`src/sv/lfk_pkg.sv`:
```
// Package: shared types, widths and constants of the leg forward kinematics block.
`timescale 1ns / 1ps
`default_nettype none
package lfk_pkg;
    localparam int ANGLE_WIDTH   = 16;
    localparam int COORD_WIDTH   = 16;
    localparam int OUT_WIDTH     = 24;
    localparam int CORDIC_STAGES = 16;
    localparam int CFG_WIDTH     = 3 * COORD_WIDTH;
    localparam int ZW            = 35;                      // Q30 angle accumulator
    localparam int XW            = 33;                      // Q30 CORDIC x and y
    localparam int TW            = 27;                      // Q24 cosine and sine
    localparam int VW            = OUT_WIDTH + 2;           // working coordinate width
    localparam int PW            = VW + TW;                 // one product
    localparam int SW            = PW + 1;                  // sum of two products
    localparam int ANGLE_SHIFT   = 33 - ANGLE_WIDTH;
    localparam int CORDIC_LAT    = CORDIC_STAGES + 2;
    localparam int ROT_LAT       = 2;
    localparam int TOTAL_LAT     = CORDIC_LAT + 3 * ROT_LAT + 1;

    localparam logic signed [ZW-1:0] Q30_HALF_PI = ZW'(64'sd1686629713);
    localparam logic signed [ZW-1:0] Q30_PI      = ZW'(64'sd3373259426);
    localparam logic signed [XW-1:0] Q30_GAIN    = XW'(64'sd652032874);

    typedef enum logic [2:0] {
        REG_LINK_BASE       = 3'd0,
        REG_LINK_THIGH_ROOT = 3'd1,
        REG_LINK_THIGH      = 3'd2,
        REG_LINK_SHANK      = 3'd3
    } t_reg_idx;

    typedef logic signed [TW-1:0] t_trig;
    typedef logic signed [VW-1:0] t_coord;

    typedef struct packed {
        logic [1:0]                    point_sel;
        logic signed [ANGLE_WIDTH-1:0] angle_roll;
        logic signed [ANGLE_WIDTH-1:0] angle_hip_pitch;
        logic signed [ANGLE_WIDTH-1:0] angle_knee_pitch;
    } t_in;

    typedef struct packed {
        logic signed [OUT_WIDTH-1:0] pos_x;
        logic signed [OUT_WIDTH-1:0] pos_y;
        logic signed [OUT_WIDTH-1:0] pos_z;
    } t_out;

    typedef struct packed {
        t_coord x;
        t_coord y;
        t_coord z;
    } t_vec;

    // Context carried alongside the vector through the rotation steps.
    typedef struct packed {
        logic [1:0] sel;
        t_trig      c0;
        t_trig      s0;
        t_trig      c1;
        t_trig      s1;
        t_trig      c2;
        t_trig      s2;
    } t_ctx;

    function automatic logic signed [ZW-1:0] atan_q30(input int i);
        logic signed [ZW-1:0] v;
        case (i)
            0:  v = ZW'(843314857);
            1:  v = ZW'(497837829);
            2:  v = ZW'(263043837);
            3:  v = ZW'(133525159);
            4:  v = ZW'(67021687);
            5:  v = ZW'(33543516);
            6:  v = ZW'(16775851);
            7:  v = ZW'(8388437);
            8:  v = ZW'(4194283);
            9:  v = ZW'(2097149);
            default: v = (i < 30) ? (ZW'(1) <<< (30 - i)) : ((i == 30) ? ZW'(1) : ZW'(0));
        endcase
        return v;
    endfunction

    // Sign-extended coordinate of a packed link offset (axis 0 = x).
    function automatic t_coord link_coord(input logic [CFG_WIDTH-1:0] l, input int axis);
        logic signed [COORD_WIDTH-1:0] f;
        f = l[axis*COORD_WIDTH +: COORD_WIDTH];
        return VW'(f);
    endfunction

    function automatic t_vec link_vec(input logic [CFG_WIDTH-1:0] l);
        t_vec v;
        v.x = link_coord(l, 0);
        v.y = link_coord(l, 1);
        v.z = link_coord(l, 2);
        return v;
    endfunction
endpackage
`default_nettype wire

```
`src/sv/lfk_cordic.sv`:
```
// Pipelined CORDIC: cosine and sine of one joint angle in Q24.
`timescale 1ns / 1ps
`default_nettype none
module lfk_cordic
    import lfk_pkg::*;
(
    input  wire logic                          i_clk,
    input  wire logic                          i_rst_n,
    input  wire logic                          i_valid,
    input  wire logic signed [ANGLE_WIDTH-1:0] i_angle,
    output logic                               o_valid,
    output t_trig                              o_cos,
    output t_trig                              o_sin
);
    logic signed [XW-1:0] r_x   [0:CORDIC_STAGES];
    logic signed [XW-1:0] r_y   [0:CORDIC_STAGES];
    logic signed [ZW-1:0] r_z   [0:CORDIC_STAGES];
    logic                 r_neg [0:CORDIC_STAGES];
    logic                 r_v   [0:CORDIC_STAGES];
    logic signed [ZW-1:0] n_z;
    logic                 n_neg;
    logic signed [XW-1:0] n_xr, n_yr;
    t_trig                r_cos, r_sin;
    logic                 r_vo;

    // Fold the angle into the half-turn around zero, negating the result later.
    always_comb begin
        n_z   = ZW'(i_angle) <<< ANGLE_SHIFT;
        n_neg = 1'b0;
        if (n_z > Q30_HALF_PI) begin
            n_z   = n_z - Q30_PI;
            n_neg = 1'b1;
        end else if (n_z < -Q30_HALF_PI) begin
            n_z   = n_z + Q30_PI;
            n_neg = 1'b1;
        end
        n_xr = (r_x[CORDIC_STAGES] + XW'(32)) >>> 6;
        n_yr = (r_y[CORDIC_STAGES] + XW'(32)) >>> 6;
    end

    always_ff @(posedge i_clk) begin
        r_x[0]   <= Q30_GAIN;
        r_y[0]   <= '0;
        r_z[0]   <= n_z;
        r_neg[0] <= n_neg;
        for (int i = 0; i < CORDIC_STAGES; i++) begin
            if (!r_z[i][ZW-1]) begin
                r_x[i+1] <= r_x[i] - (r_y[i] >>> i);
                r_y[i+1] <= r_y[i] + (r_x[i] >>> i);
                r_z[i+1] <= r_z[i] - atan_q30(i);
            end else begin
                r_x[i+1] <= r_x[i] + (r_y[i] >>> i);
                r_y[i+1] <= r_y[i] - (r_x[i] >>> i);
                r_z[i+1] <= r_z[i] + atan_q30(i);
            end
            r_neg[i+1] <= r_neg[i];
        end
        r_cos <= r_neg[CORDIC_STAGES] ? -TW'(n_xr) : TW'(n_xr);
        r_sin <= r_neg[CORDIC_STAGES] ? -TW'(n_yr) : TW'(n_yr);
    end

    always_ff @(posedge i_clk) begin
        if (!i_rst_n) begin
            for (int i = 0; i <= CORDIC_STAGES; i++) begin
                r_v[i] <= 1'b0;
            end
            r_vo <= 1'b0;
        end else begin
            r_v[0] <= i_valid;
            for (int i = 0; i < CORDIC_STAGES; i++) begin
                r_v[i+1] <= r_v[i];
            end
            r_vo <= r_v[CORDIC_STAGES];
        end
    end

    assign o_valid = r_vo;
    assign o_cos   = r_cos;
    assign o_sin   = r_sin;
endmodule
`default_nettype wire

```
`config.mk`:
```
export PLATFORM = sky130hd
export DESIGN_NAME = lfk_cordic
export DESIGN_NICKNAME = d
export VERILOG_FILES = /design/src/sv/lfk_pkg.sv /design/src/sv/lfk_cordic.sv
export SDC_FILE = /design/constraint.sdc
export NUM_CORES = 2
export LEC_CHECK = 0
export BUFFER_PORTS_ARGS = -buffer_cell sky130_fd_sc_hd__buf_2
export CAP_MARGIN = 40
export CORE_MARGIN = 2
export CORE_UTILIZATION = 25
export CTS_CLUSTER_SIZE = 40
export DETAILED_ROUTE_END_ITERATION = 8
export GPL_TIMING_DRIVEN = 0
export PLACE_DENSITY_LB_ADDON = 0.3
export REMOVE_ABC_BUFFERS = 1
export SLEW_MARGIN = 20
export SYNTH_ARGS = -nofsm -noshare
export SYNTH_HDL_FRONTEND = slang
export SYNTH_SLANG_ARGS = --single-unit
```
`constraint.sdc`:
```
create_clock -name i_clk -period 10.69 [get_ports i_clk]
set_input_delay 1.6035 -clock i_clk [delete_from_list [all_inputs] [get_ports i_clk]]
set_output_delay 1.6035 -clock i_clk [all_outputs]
set_load 0.01 [all_outputs]
```
==> reports/results.ini <==
[synth]
yosys_warnings = 0
yosysMostFrequentCell = dfxtp_1
yosysTopAreaCell = dfxtp_1
netlist_area_um2 = 106000
yosysSeqAreaShare_pct = 27.8
syn_inst = 12400
synth_top_cell_area_share_pct = 27.8
yosys-top-cells-area = dfxtp_1 (28%), ha_1 (16%), xnor2_1 (10%)
ys_types = 113
ys_async_sr_fraction_pct = 0
synth-seq-cells = 1466
ys.flop_type = dfxtp_1
synth_edf_count = 0
synth.avg_cell_area_um2 = 8.54
synthTopCellsByCount = dfxtp_1 (1466), a21oi_1 (1354), ha_1 (1345), xnor2_1 (1230), nor2_1 (1085)

[placement]
portBuffers = 73
dp_cells = 17900
dpl.hpwl_um = 221000
gp_congestion = 0.877

[floorplan]
die_h_um = 654
io_pins = 74
die-area_um2 = 428000
core_area_um2 = 421000
die_w_um = 654
start_util_pct = 25.1
row_count = 238

[routing]
wl_met1_um = 128000
drc = 0
dr_wl_met3_um = 8350
ant_nets = 0
top_layer_used = met4
drtIter0Drc = 4061
vias = 84400
wl_per_cell_um = 15.1
wl_met2_um = 130000
routed_via_density = 4.62
wirelength_um = 275000
firstDrtPassIters = 5

[critical_path]
required_ps = 11380
crit_type = flop to flop
worstPathMaxFanout = 6
end_kind = flop
cp-start-kind = flop
arrival_ps = 6380

[cts]
post_cts_resized = 0
cts-htree-levels = 4
cts.sinks = 1466
hold_buffers = 0
clk_pin_slew_ps = 60
cts-buffers-inserted = 187
root_buffer = clkbuf_16
cts.path.max_buffers = 4
cts_setup_buffers = 0
clock_latency_ps = 930
cts_tree = built

[grt]
grt_pass1_vias = 82100
grt_max_degree = 64
grt_pass1_wl_um = 441000
antenna_found_initial = 7
grt_usage_pct = 12.5
overflow = 0

[run_status]
status = complete, no violations

[finish]
nNetsFinal = 13900
drive_gt1_share_pct = 5.00
synthToLayoutAreaGrowth_pct = 12.9
final_cells = 18300

[timing]
drv_slew = 0
relSlewSlack_pct = 42.7
setup_viol = 0
grt_setup_unrepaired = false
hold_violations = 0
max_freq_mhz = 176
period_needed_ps = 5690
post-route-period-util_pct = 53.3
worst_slew_pin_slew_ps = 855
clock_skew_ps = 122
setup_tns_ps = 0

[min_path]
holdCritPathClass = flop to flop

[flow_run]
max-cap-violations = 0

## cell usage in the layout, fill, tap and decap left out, drive strengths merged, types with 153 or more instances in the layout
cell type	n
nand3	210
o21a	153
o21bai	186
inv	572
dfxtp	1466
xnor2	1231
nand2	582
nor2b	153
nand2b	182
nor3	315
nor2	1089
a21o	597
xor2	630
ha	1345
a21oi	1359
clkbuf	241
o21ai	566
## final timing paths
path | from | endpoint | slack, ps | cells after the start
setup / recovery | r_x[8][8] | r_y[9][31] | 5000 | 19
hold / removal | r_z[5][1] | r_z[6][1] | 320 | 0
setup reg to reg | r_x[8][8] | r_y[9][31] | 5000 | 19
hold reg to reg | r_z[5][1] | r_z[6][1] | 320 | 0
## registers in the layout, summed over array words and instances, names as in the netlist
signal and count:
r_y 491, r_x 465, r_z 422, o_cos 27
o_sin 27, r_v 17, r_neg 16, o_valid 1
## critical path, cell delays in order, from the launching register on
cell and delay [ps]:
dfxtp_1 380, inv_1 80, ha_1 160, nor3b_1 650, nor3b_1 540, nand2_1 250
o41ai_1 380, xor2_1 340, ha_1 380, a21o_1 210, a21o_1 170, a21o_1 190
and2_1 160, or4b_1 450, o21ai_0 380, o21ai_1 170, o21a_1 190, nor2_1 170
o21ai_1 100, xor2_1 150
## logic make-up (layout without fill, tap and decap cells)
kind of cell / Yosys count / after routing / share of synthesized area [%]
compound gates: 3620 / 3620 / 21.7
xor+xnor: 1862 / 1862 / 15.4
fa+ha+maj: 1384 / 1384 / 16.7
buf+inv: 767 / 1009 / 2.75
flops: 1466 / 1466 / 27.8
mux: 112 / 112 / 1.12
other cells: 0 / 2 / 0
simple gates: 3165 / 3165 / 14.6
## metal layers
layer	vias up	global-route usage (%)
met2	1121	21.9
met5	-	0
met1	38400	15.9
met4	0	3.87
li1	44500	-
met3	410	1.32
## final cells by class
type	count	area [um2]
inverter	567	2130
fill	45000	301000
clock buffer	237	5200
timing repair buffer	118	1020
tap	5640	7060
sequential	1466	29400
multi-input combinational	10100	73500
antenna	2	5.00
clock inverter	87	1090
## metrics by stage
step / utilization [%] / area, um2 / setup slack, ps / hold slack [ps]
after floorplan: - / 105000 / 4820 / 310
after global placement: 26.7 / 112000 / 1950 / 314
after detailed placement: 26.9 / 113000 / 5100 / 312
after CTS: 28.4 / 119000 / 4990 / 322
after global routing: 28.4 / 119000 / 4670 / 329
final: 28.4 / 119000 / 5000 / 322
Power is left out: the tool's default activity adds up to more than one toggle a clock period on the data nets, which glitch-free logic cannot reach.
